==> src/design/vqtx_pkg.sv <==
// shared types and constants of the transmit descriptor manager
`default_nettype none

package vqtx_pkg;

  localparam int RING_SIZE     = 256;
  localparam int IDX_W         = $clog2(RING_SIZE);
  localparam int CNT_W         = $clog2(RING_SIZE) + 1;
  localparam int ADDR_W        = 64;
  localparam int LEN_W         = 16;
  localparam int DESC_PER_SEND = 2;

  // stream word layouts
  localparam int S_TDATA_W = ((ADDR_W + LEN_W + 8 + 7) / 8) * 8;
  localparam int M_FIELDS_W = 8 + 8 + 8 + ADDR_W + LEN_W + 9 + 9;
  localparam int M_TDATA_W = ((M_FIELDS_W + 7) / 8) * 8;

  typedef enum logic {
    KIND_SEND = 1'b0,
    KIND_CPL  = 1'b1
  } kind_e;

  typedef enum logic [1:0] {
    ST_SENT   = 2'd0,
    ST_REJECT = 2'd1,
    ST_DONE   = 2'd2
  } status_e;

  typedef enum logic [2:0] {
    S_IDLE,
    S_SEND_RD,
    S_SEND_LINK,
    S_SEND_FIN,
    S_CPL_RD,
    S_CPL_CHK
  } state_e;

  // controller to datapath
  typedef struct packed {
    logic load;
    logic send_rd;
    logic send_link;
    logic send_fin;
    logic rej_fin;
    logic cpl_rd;
    logic cpl_step;
    logic cpl_fin;
  } ctrl_cmd_t;

  // datapath to controller
  typedef struct packed {
    logic in_kind;
    logic few;
    logic chain_more;
    logic out_free;
  } dp_stat_t;

endpackage

`default_nettype wire

==> src/design/virtqueue_tx_descriptor_manager.sv <==
// top level of the transmit split-virtqueue descriptor free-list manager
//
//  channel   dir  tuser          tdata (from bit 0)
//  s_axis    in   kind           data_address, data_length, completed_head
//  m_axis    out  status         head_index, payload_index, ring_slot,
//                                payload_address, payload_length,
//                                freed_count, free_count
//
// send: accept, head read, link read, finish, in that order
// rejected send: accept, then finish; completion: accept, head read, one read per further chained descriptor, finish
// the steps follow from the single link memory with a registered read port,
// one dependent read per cycle while a chain is followed
// reset: per-entry valid bits give the reset links at once, no clearing pass
// a pending result stalls only the finishing step; the next word waits until that step is done
`default_nettype none

module virtqueue_tx_descriptor_manager (
  input  logic                            clk_i,
  input  logic                            rst_ni,
  input  logic                            s_axis_tvalid,
  output logic                            s_axis_tready,
  // bit 0: kind
  input  logic                            s_axis_tuser,
  // data_address[63:0], data_length[79:64], completed_head[87:80]
  input  logic [vqtx_pkg::S_TDATA_W-1:0]  s_axis_tdata,
  output logic                            m_axis_tvalid,
  input  logic                            m_axis_tready,
  // status[1:0]
  output logic [1:0]                      m_axis_tuser,
  // head_index[7:0], payload_index[15:8], ring_slot[23:16],
  // payload_address[87:24], payload_length[103:88], freed_count[112:104],
  // free_count[121:113], zero fill above
  output logic [vqtx_pkg::M_TDATA_W-1:0]  m_axis_tdata
);
  import vqtx_pkg::*;

  ctrl_cmd_t cmd;
  dp_stat_t  stat;

  // sequencer: one word at a time, ready only between words
  vqtx_ctrl u_ctrl (
    .clk_i      (clk_i),
    .rst_ni     (rst_ni),
    .in_valid_i (s_axis_tvalid),
    .in_ready_o (s_axis_tready),
    .stat_i     (stat),
    .cmd_o      (cmd)
  );

  // link memory, free list and the result register
  vqtx_dp u_dp (
    .clk_i       (clk_i),
    .rst_ni      (rst_ni),
    .in_kind_i   (s_axis_tuser),
    .in_data_i   (s_axis_tdata),
    .cmd_i       (cmd),
    .stat_o      (stat),
    .out_valid_o (m_axis_tvalid),
    .out_ready_i (m_axis_tready),
    .out_data_o  (m_axis_tdata),
    .out_user_o  (m_axis_tuser)
  );

endmodule

`default_nettype wire

==> src/design/vqtx_ctrl.sv <==
// sequencing state machine of the transmit descriptor manager
`default_nettype none

module vqtx_ctrl (
  input  logic                 clk_i,
  input  logic                 rst_ni,
  input  logic                 in_valid_i,
  output logic                 in_ready_o,
  input  vqtx_pkg::dp_stat_t   stat_i,
  output vqtx_pkg::ctrl_cmd_t  cmd_o
);
  import vqtx_pkg::*;

  state_e state_q, state_d;

  always_ff @(posedge clk_i or negedge rst_ni) begin
    if (!rst_ni) begin
      state_q <= S_IDLE;
    end else begin
      state_q <= state_d;
    end
  end

  // next state
  always_comb begin
    state_d = state_q;
    unique case (state_q)
      S_IDLE: begin
        if (in_valid_i) begin
          state_d = (stat_i.in_kind == KIND_CPL) ? S_CPL_RD : S_SEND_RD;
        end
      end
      S_SEND_RD: begin
        if (!stat_i.few) begin
          state_d = S_SEND_LINK;
        end else if (stat_i.out_free) begin
          state_d = S_IDLE;
        end
      end
      S_SEND_LINK: state_d = S_SEND_FIN;
      S_SEND_FIN: begin
        if (stat_i.out_free) begin
          state_d = S_IDLE;
        end
      end
      S_CPL_RD: state_d = S_CPL_CHK;
      S_CPL_CHK: begin
        if (!stat_i.chain_more && stat_i.out_free) begin
          state_d = S_IDLE;
        end
      end
      default: state_d = S_IDLE;
    endcase
  end

  // outputs
  always_comb begin
    cmd_o      = '0;
    in_ready_o = 1'b0;
    unique case (state_q)
      S_IDLE: begin
        in_ready_o = 1'b1;
        cmd_o.load = in_valid_i;
      end
      S_SEND_RD: begin
        cmd_o.send_rd = !stat_i.few;
        cmd_o.rej_fin = stat_i.few && stat_i.out_free;
      end
      S_SEND_LINK: cmd_o.send_link = 1'b1;
      S_SEND_FIN:  cmd_o.send_fin = stat_i.out_free;
      S_CPL_RD:    cmd_o.cpl_rd = 1'b1;
      S_CPL_CHK: begin
        cmd_o.cpl_step = stat_i.chain_more;
        cmd_o.cpl_fin  = !stat_i.chain_more && stat_i.out_free;
      end
      default: cmd_o = '0;
    endcase
  end

endmodule

`default_nettype wire

==> src/design/vqtx_dp.sv <==
// link memory, free-list registers and result register
`default_nettype none

module vqtx_dp (
  input  logic                            clk_i,
  input  logic                            rst_ni,
  input  logic                            in_kind_i,
  input  logic [vqtx_pkg::S_TDATA_W-1:0]  in_data_i,
  input  vqtx_pkg::ctrl_cmd_t             cmd_i,
  output vqtx_pkg::dp_stat_t              stat_o,
  output logic                            out_valid_o,
  input  logic                            out_ready_i,
  output logic [vqtx_pkg::M_TDATA_W-1:0]  out_data_o,
  output logic [1:0]                      out_user_o
);
  import vqtx_pkg::*;

  localparam int WORD_W = IDX_W + 1;

  // latched input word
  logic [ADDR_W-1:0] in_addr_q;
  logic [LEN_W-1:0]  in_len_q;
  logic [IDX_W-1:0]  in_head_q;

  // free-list state
  logic [IDX_W-1:0] free_head_q;
  logic [CNT_W-1:0] free_total_q;
  logic [IDX_W-1:0] avail_q;
  logic [CNT_W-1:0] count_q;

  // link memory: {chain flag, next index}, with per-entry valid bits
  logic [WORD_W-1:0]    mem_q [RING_SIZE];
  logic [RING_SIZE-1:0] vld_q;
  logic [WORD_W-1:0]    rd_word_q;
  logic                 rd_vld_q;
  logic [IDX_W-1:0]     rd_addr_q;
  logic                 rd_en;
  logic [IDX_W-1:0]     rd_addr;
  logic                 wr_en;
  logic [WORD_W-1:0]    wr_data;
  logic                 word_flag;
  logic [IDX_W-1:0]     word_link;

  // result register
  logic                 out_valid_q;
  logic [M_TDATA_W-1:0] out_data_q, out_data_d;
  status_e              out_user_q, out_user_d;
  logic                 fin;
  logic [CNT_W:0]       cpl_sum;
  logic [CNT_W-1:0]     cpl_total;
  logic [CNT_W-1:0]     send_total;

  // an entry never written holds its reset link, i+1, and no chain flag
  assign word_flag = rd_vld_q ? rd_word_q[IDX_W] : 1'b0;
  assign word_link = rd_vld_q ? rd_word_q[IDX_W-1:0] : rd_addr_q + IDX_W'(1);

  always_comb begin
    rd_en   = cmd_i.send_rd | cmd_i.send_link | cmd_i.cpl_rd | cmd_i.cpl_step;
    rd_addr = word_link;
    if (cmd_i.send_rd) begin
      rd_addr = free_head_q;
    end else if (cmd_i.cpl_rd) begin
      rd_addr = in_head_q;
    end
  end

  // writes always land on the entry read last
  always_comb begin
    wr_en   = cmd_i.send_link | cmd_i.send_fin | cmd_i.cpl_fin;
    wr_data = {word_flag, free_head_q};
    if (cmd_i.send_link) begin
      wr_data = {1'b1, word_link};
    end else if (cmd_i.send_fin) begin
      wr_data = {1'b0, word_link};
    end
  end

  always_ff @(posedge clk_i) begin
    if (wr_en) begin
      mem_q[rd_addr_q] <= wr_data;
    end
    if (rd_en) begin
      rd_word_q <= mem_q[rd_addr];
      rd_addr_q <= rd_addr;
    end
  end

  always_ff @(posedge clk_i or negedge rst_ni) begin
    if (!rst_ni) begin
      vld_q    <= '0;
      rd_vld_q <= 1'b0;
    end else begin
      if (rd_en) begin
        rd_vld_q <= vld_q[rd_addr];
      end
      if (wr_en) begin
        vld_q[rd_addr_q] <= 1'b1;
      end
    end
  end

  always_ff @(posedge clk_i) begin
    if (cmd_i.load) begin
      in_addr_q <= in_data_i[ADDR_W-1:0];
      in_len_q  <= in_data_i[ADDR_W +: LEN_W];
      in_head_q <= in_data_i[ADDR_W + LEN_W +: IDX_W];
    end
    if (cmd_i.cpl_rd) begin
      count_q <= CNT_W'(1);
    end else if (cmd_i.cpl_step) begin
      count_q <= count_q + CNT_W'(1);
    end
  end

  assign send_total = free_total_q - CNT_W'(DESC_PER_SEND);
  assign cpl_sum    = {1'b0, free_total_q} + {1'b0, count_q};
  assign cpl_total  = (cpl_sum > (CNT_W + 1)'(RING_SIZE)) ? CNT_W'(RING_SIZE)
                                                           : cpl_sum[CNT_W-1:0];

  always_ff @(posedge clk_i or negedge rst_ni) begin
    if (!rst_ni) begin
      free_head_q  <= '0;
      free_total_q <= CNT_W'(RING_SIZE);
      avail_q      <= '0;
    end else if (cmd_i.send_fin) begin
      free_head_q  <= word_link;
      free_total_q <= send_total;
      avail_q      <= avail_q + IDX_W'(1);
    end else if (cmd_i.cpl_fin) begin
      free_head_q  <= in_head_q;
      free_total_q <= cpl_total;
    end
  end

  // result word, fields from bit 0: head, payload index, slot, address,
  // length, freed count, free count
  always_comb begin
    out_data_d = '0;
    out_user_d = ST_REJECT;
    out_data_d[121:113] = free_total_q;
    if (cmd_i.send_fin) begin
      out_user_d          = ST_SENT;
      out_data_d[7:0]     = free_head_q;
      out_data_d[15:8]    = rd_addr_q;
      out_data_d[23:16]   = avail_q;
      out_data_d[87:24]   = in_addr_q;
      out_data_d[103:88]  = in_len_q;
      out_data_d[121:113] = send_total;
    end else if (cmd_i.cpl_fin) begin
      out_user_d          = ST_DONE;
      out_data_d[7:0]     = in_head_q;
      out_data_d[112:104] = count_q;
      out_data_d[121:113] = cpl_total;
    end
  end

  assign fin = cmd_i.send_fin | cmd_i.rej_fin | cmd_i.cpl_fin;

  always_ff @(posedge clk_i or negedge rst_ni) begin
    if (!rst_ni) begin
      out_valid_q <= 1'b0;
    end else if (fin) begin
      out_valid_q <= 1'b1;
    end else if (out_ready_i) begin
      out_valid_q <= 1'b0;
    end
  end

  always_ff @(posedge clk_i) begin
    if (fin) begin
      out_data_q <= out_data_d;
      out_user_q <= out_user_d;
    end
  end

  assign stat_o.in_kind    = in_kind_i;
  assign stat_o.few        = free_total_q <= CNT_W'(DESC_PER_SEND);
  assign stat_o.chain_more = word_flag && (count_q != CNT_W'(RING_SIZE));
  assign stat_o.out_free   = !out_valid_q || out_ready_i;

  assign out_valid_o = out_valid_q;
  assign out_data_o  = out_data_q;
  assign out_user_o  = out_user_q;

endmodule

`default_nettype wire

==> config.mk <==
export PLATFORM = sky130hd
export DESIGN_NAME = virtqueue_tx_descriptor_manager
export DESIGN_NICKNAME = d
export VERILOG_FILES = /design/src/design/vqtx_pkg.sv /design/src/design/virtqueue_tx_descriptor_manager.sv /design/src/design/vqtx_ctrl.sv /design/src/design/vqtx_dp.sv
export SDC_FILE = /design/constraint.sdc
export NUM_CORES = 2
export LEC_CHECK = 0
export BUFFER_PORTS_ARGS = -buffer_cell sky130_fd_sc_hd__buf_2
export CAP_MARGIN = 15
export CORE_MARGIN = 1
export CORE_UTILIZATION = 40
export DETAILED_ROUTE_END_ITERATION = 6
export PLACE_DENSITY_LB_ADDON = 0.3
export SKIP_LAST_GASP = 1
export SYNTH_ARGS = -nofsm -noshare
export SYNTH_HDL_FRONTEND = slang
export SYNTH_SLANG_ARGS = --single-unit
export TNS_END_PERCENT = 50
==> constraint.sdc <==
create_clock -name clk_i -period 22.3 [get_ports clk_i]
set_input_delay 0 -clock clk_i [delete_from_list [all_inputs] [get_ports clk_i]]
set_output_delay 0 -clock clk_i [all_outputs]
set_load 0.05 [all_outputs]
; Word-level counts from Yosys, hierarchy flattened
; Memories as Yosys holds them, arrays and structs flattened. A register that Yosys moved wholly into a read port is not among the register bits.
; Index checks and enable logic that the tools add are counted.
[word_totals]
regBits = 515
ramBits = 2304
in_bits = 93
output_inout_bits = 132
elab_cells = 95
n_memories = 1
[memory_table]
columns = memory, words, width, read_ports, rd_ports_with_merged_regs, write_ports, line
row1 = u_dp.mem_q, 256, 9, 1, 1, 1, vqtx_dp.sv:32  ; logic [WORD_W-1:0] mem_q [RING_SIZE];
[op_classes]
add_sub_neg = 5
order_cmp = 5
n_eq_ne = 8
muxes = 38
bitwise_logic = 9
reduce_logical = 13
[op_table]
columns = operator, n
row1 = $or A256 B256 Y256, 1
row2 = $mux W8, 7
row3 = $mux W9, 6
row4 = $lt A8 B9 Y1 const B, 2
row5 = $mux W18, 1
row6 = $pmux W3 S6, 1
row7 = $add A8 B1 Y8 const B, 2
row8 = $mux W3, 5
row9 = $mux W1, 14
row10 = $add A9 B9 Y10, 1
row11 = $gt A10 B9 Y1 const B, 1
row12 = $add A9 B1 Y9 const B, 1
row13 = $le A9 B2 Y1 const B, 1
row14 = $ne A9 B9 Y1 const B, 1
row15 = $sub A9 B2 Y9 const B, 1
row16 = $bmux W1 S8, 1
row17 = $demux W1 S8, 1
row18 = $ge A8 B1 Y1 const B, 1
row19 = $or A1 B1 Y1, 7
row20 = $eq A3 B2 Y1 const B, 2
row21 = $eq A3 B3 Y1 const B, 2
row22 = $logic_and A1 B1 Y1, 4
row23 = $mux W2, 2
row24 = $reduce_bool A2 Y1, 2
row25 = 9 further kinds, 11

; Depth between registers and ports, before layout
[logic_depth]
ltp_word = 8
mapped_depth = 18
mapped_depth_nobuf = 13

; Hierarchy
; From an unflattened synthesis, not the netlist that was laid out.
[hier_totals]
hier_cells = 8710
area_unflattened_um2 = 113024.6
[modules_own_cells]
columns = module, n_inst, cells_per_inst, area_each_um2, seq_area_each_um2
row1 = vqtx_dp, 1, 8679, 112763.1, 83326.2
row2 = vqtx_ctrl, 1, 31, 261.5, 75.1

; Least setup slack after synthesis
; No wires, ideal clock.
[synth_path]
kind = flip-flop to flip-flop
start = reg u_dp.out_valid_q (netlist: u_dp.out_valid_o)
end = mem u_dp.mem_q[0][5] in the netlist's numbering, data pin
setup_time_ns = 2.243
t_arrival_ns = 11.597
t_required_ns = 20.057
slack_ns = 8.460
stages_incl_launch_ff = 5
n_path_buf = 1
synth_period_minus_slack_ns = 13.840
cell_sequence = dfrtp_1 > nor2b_1 > a21o_1 > clkbuf_1 > o31ai_1
[synth_between]
elab_chain_cells = 5
[synth_rtl]
columns = element, line
row1 = "start, declared", vqtx_dp.sv:45  ; logic out_valid_q;
row2 = "start signal, assigned", vqtx_dp.sv:161  ; out_valid_q <= 1'b0;
row3 = "start signal, assigned", vqtx_dp.sv:163  ; out_valid_q <= 1'b1;
row4 = "start signal, assigned", vqtx_dp.sv:165  ; out_valid_q <= 1'b0;
row5 = $logic_not A1 Y1, vqtx_dp.sv:179  ; assign stat_o.out_free = !out_valid_q || out_ready_i;
row6 = $logic_or A1 B1 Y1, vqtx_dp.sv:179
row7 = $mux W1, vqtx_ctrl.sv:60  ; unique case (state_q)
row8 = $mux W9, vqtx_dp.sv:73  ; end else if (cmd_i.send_fin) begin
row9 = $mux W9, vqtx_dp.sv:71  ; if (cmd_i.send_link) begin
row10 = net u_dp.wr_data[5], vqtx_dp.sv:40  ; logic [WORD_W-1:0] wr_data;
row11 = "end, declared", vqtx_dp.sv:32
; The timed path passes the listed nets, and every way through them passes these cells.

; Final worst setup path
[layout_path]
start = reg u_dp.rd_vld_q
end = reg u_dp.rd_word_q[1], read port of u_dp.mem_q, data pin
[layout_between]
elab_chain_cells = 4
word_cells_on_any_way = 7
cone_classes = mux (5) / bitwise (1) / reduce/logical (1)
[layout_rtl]
columns = element, line
row1 = "start, declared", vqtx_dp.sv:35  ; logic rd_vld_q;
row2 = "start signal, assigned", vqtx_dp.sv:94  ; rd_vld_q <= vld_q[rd_addr];
row3 = $mux W1, vqtx_dp.sv:54  ; assign word_flag = rd_vld_q ? rd_word_q[IDX_W] : 1'b0;
row4 = $logic_and A1 B1 Y1, vqtx_dp.sv:178  ; assign stat_o.chain_more = word_flag && (count_q != CNT_W'(RING_SIZE));
row5 = $mux W2, vqtx_ctrl.sv:60
row6 = $or A1 B1 Y1, vqtx_dp.sv:58  ; rd_en = cmd_i.send_rd | cmd_i.send_link | cmd_i.cpl_rd | cmd_i.cpl_step;
row7 = "end, declared", vqtx_dp.sv:34  ; logic [WORD_W-1:0] rd_word_q;
; Parallel ways exist; a longest one is shown, timed or not.
; A chain may end at the register's enable or synchronous reset.

==> impl_metrics.yaml <==
status:
  status: "completed"
clock_network:
  clkTransAtPathRegs_ns: 0.06
  clockRootBuffer: "clkbuf_16"
  cts_buffers: 299
  clkSinkCount: 2828
  tritoncts: "done"
  cts.repair.resized: 0
  insertion_delay_ns: 0.90
  clock_path_buffers: 4
  cts_setup_buffers: 0
  htree_levels: 5
die:
  top_level_ports: 225
  die_w_um: 533
  coreArea_um2: 280000
  rows: 194
  start_util_pct: 40.3
  die_area_um2: 284000
  die_h_um: 533
place:
  pre_cts_slack_ns: 15.55
  dp_hpwl_um: 203000
  portBuffers: 218
  routabilityCongestion: 0.921
  dp.cells: 11522
sta:
  grt_setup_unrepaired: "false"
  layout_min_cycle_time_ns: 7.18
  fin_setup_tns_ns: 0
  clock_skew_ns: 0.0729
  fin_hold_ws_ns: 0.212
  hold_violations: 0
  setup_viol: 0
  tightest_slew_ns: 1.33
  fmax_mhz: 139
  period_share_pct: 32.2
  post-route-worst-setup-slack_ns: 15.12
  maxSlewViolCount: 0
  slew_headroom_pct: 11.2
global_routing:
  grt_pass1_vias: 68202
  grtUsageMet3_pct: 5.74
  grt_util_met2_pct: 35.4
  antenna_found_initial: 21
  gr-usage-met1_pct: 32.1
  grt_pass1_wl_um: 490000
  grt_max_degree: 176
  grt_remaining_overflow: 0
  grt_usage_pct: 23.4
  top_usage_layer: "met2"
critical_path:
  cp.required_ns: 22.83
  path_common_cell: "buf_4"
  critPathKind: "reg2reg"
  critical_path.cell_chain: "mux2_2 > o21ai_2 > a21oi_2 > nor2_4 > buf_4 > buf_12 > buf_4 > mux4_2 > a22oi_1 > nand4_1 > nor4_1"
  startpoint_type: "flop"
  regToRegStartpoint: "u_dp.rd_vld_q"
  arrival_ns: 7.71
  reg2reg_depth: 11
  endpoint_kind: "flop"
  rrSetupSlack_ns: 15.12
  startpoint: "u_dp.rd_vld_q"
  crit_path_max_incr_delay_ns: 1.03
  critPathMaxFanout: 130
  rr_endpoint: "u_dp.rd_word_q[1]"
  cp_slowest_cell: "nor4_1"
finish:
  fin_cells: 12276
  drive_above_1_share_pct: 15.4
  fin_nets: 8416
  area_growth_pct: 15.3
  fillers: 24238
synth:
  synthesis.area_um2: 113000
  yosys-mux-area-fraction_pct: 4.85
  synth_top_family_by_area: "simple AND/OR/NAND/NOR gates"
  synthAdderAreaFrac_pct: 0.206
  synth_compound_area_share_pct: 6.61
  syn_area_per_cell_um2: 14.3
  synthesis.instances: 7879
  synth_async_sr_flop_share_pct: 10.1
  synth-seq-cells: 2828
  synth.area.top_cells: "edfxtp_1, dfrtp_1, nand2_1"
  ys_seq_area_share_pct: 73.9
  synth-xor-area-share_pct: 0.155
  yosysUniqueCellTypes: 97
  synth_area_leader_cell: "edfxtp_1"
  synth-edff-count: 2533
  yosysMostFrequentCell: "edfxtp_1"
  synth_common_cells: "edfxtp_1, nand2_1, nand3_1"
  synthFlopType: "edfxtp_1"
  synthSimpleGateAreaFrac_pct: 12.3
  yosysWarnings: 0
  synth.top_cell.area_share_pct: 67.4
routing:
  drc: 0
  drt-wirelength-per-cell_um: 27.8
  viasPerCell: 5.80
  drt_iter0_drc: 9673
  drt_wl_total_um: 341000
  drtAntennaViolNets: 0
  drtPass1Iterations: 7
  num_vias: 71230
job:
  maxCapViolations: 0
min_path:
  hold-path-endpoint: "u_dp.out_valid_o"
  hold_class: "in2reg"
  worstHoldStart: "m_axis_tready"
  holdPathStages: 4
## critical path, delay by kind of cell (launching register included)
kind | cells | cell delay, ns
buffers and inverters | 3 | 1.91
DFF | 1 | 0.86
muxes | 2 | 1.11
and+or+nand+nor | 3 | 1.70
AOI/OAI and AO/OA | 3 | 1.03
## cell type report
type                       instances  area [um2]  share of cell area [%]
antenna                            8        20.0                  0.0154
clock buffer                     396        8130                    6.25
clock inverter                   144        1510                    1.16
inverter                          34         163                   0.125
multi-input combinational       4537       27500                    21.2
sequential                      2828       83400                    64.1
tap                             3724        4660                    3.58
timing repair buffer             605        4690                    3.61
## registers in the layout, summed over array words and instances (netlist names)
signal / cells
u_ctrl.state_q: 3
u_dp.avail_q: 8
u_dp.count_q: 9
u_dp.free_head_q: 8
u_dp.free_total_q: 9
u_dp.in_addr_q: 64
u_dp.in_head_q: 8
u_dp.in_len_q: 16
u_dp.mem_q: 2304
u_dp.out_data_o: 122
u_dp.out_user_o: 2
u_dp.out_valid_o: 1
u_dp.rd_addr_q: 8
u_dp.rd_vld_q: 1
u_dp.rd_word_q: 9
u_dp.vld_q: 256
## routing by layer
metal / share of wire [%] / up-vias
met2: 45 / 3892
met3: 11 / 713
met1: 40 / 36101
met4: 4.5 / 16
met5: 0.063 / -
li1: - / 30508
## what timing repair did
item / in CTS / in global routing
hold buffers: 185 / 0
endpoints found under the hold margin: 353 / 0
endpoints found under the setup margin: 0 / 0
## per-stage QoR
step	util, %	instance area (um2)
2_1_floorplan	-	113000
3_3_place_gp	42.2	118000
3_5_place_dp	42.3	118000
4_1_cts	46.4	130000
5_1_grt	46.4	130000
6_report	46.5	130000
## kinds of logic (layout without fill, tap and decap cells)
logic type      count (synthesis)  after routing
xor+xnor                       20             20
other cells                     1             14
flops                        2828           2828
simple gates                 3044           3044
compound gates               1020           1020
fa+ha+maj                      18             18
buf+inv                       519           1179
mux                           429            429
## worst max-delay path by stage
stage | end | depth (start not counted)
after floorplan | u_dp.mem_q[0][5] | 4
after global placement | u_dp.rd_word_q[1] | 11
after detailed placement | u_dp.rd_word_q[1] | 11
after CTS | u_dp.rd_word_q[0] | 12
after global routing | u_dp.rd_word_q[0] | 12
final | u_dp.rd_word_q[1] | 11
## placed cells by master (no fill, tap or decap), types with 15 or more instances in the layout
master	count
a21o_1	23
nand4_1	72
mux4_2	92
clkbuf_16	303
a32oi_1	80
xnor2_1	15
clkbuf_1	73
ha_1	17
a311oi_1	104
o21ai_0	63
edfxtp_1	2533
a211oi_1	150
nor3_1	40
nor2_1	348
inv_1	25
a31o_2	23
nand3_1	437
buf_2	219
mux2_2	20
a21boi_0	19
and2_1	100
and3_1	150
a22oi_1	85
a21oi_1	179
clkinv_1	36
buf_4	172
nor4_1	16
nand2_1	1529
clkinv_2	50
or2_2	259
mux2i_1	313
a31oi_1	110
bufinv_16	22
a22o_1	24
a221o_1	17
dlygate4sd3_1	184
dfrtp_1	285
clkbuf_8	24
Power is left out: the tool's default activity adds up to more than one toggle a clock period on the data nets, which glitch-free logic cannot reach.
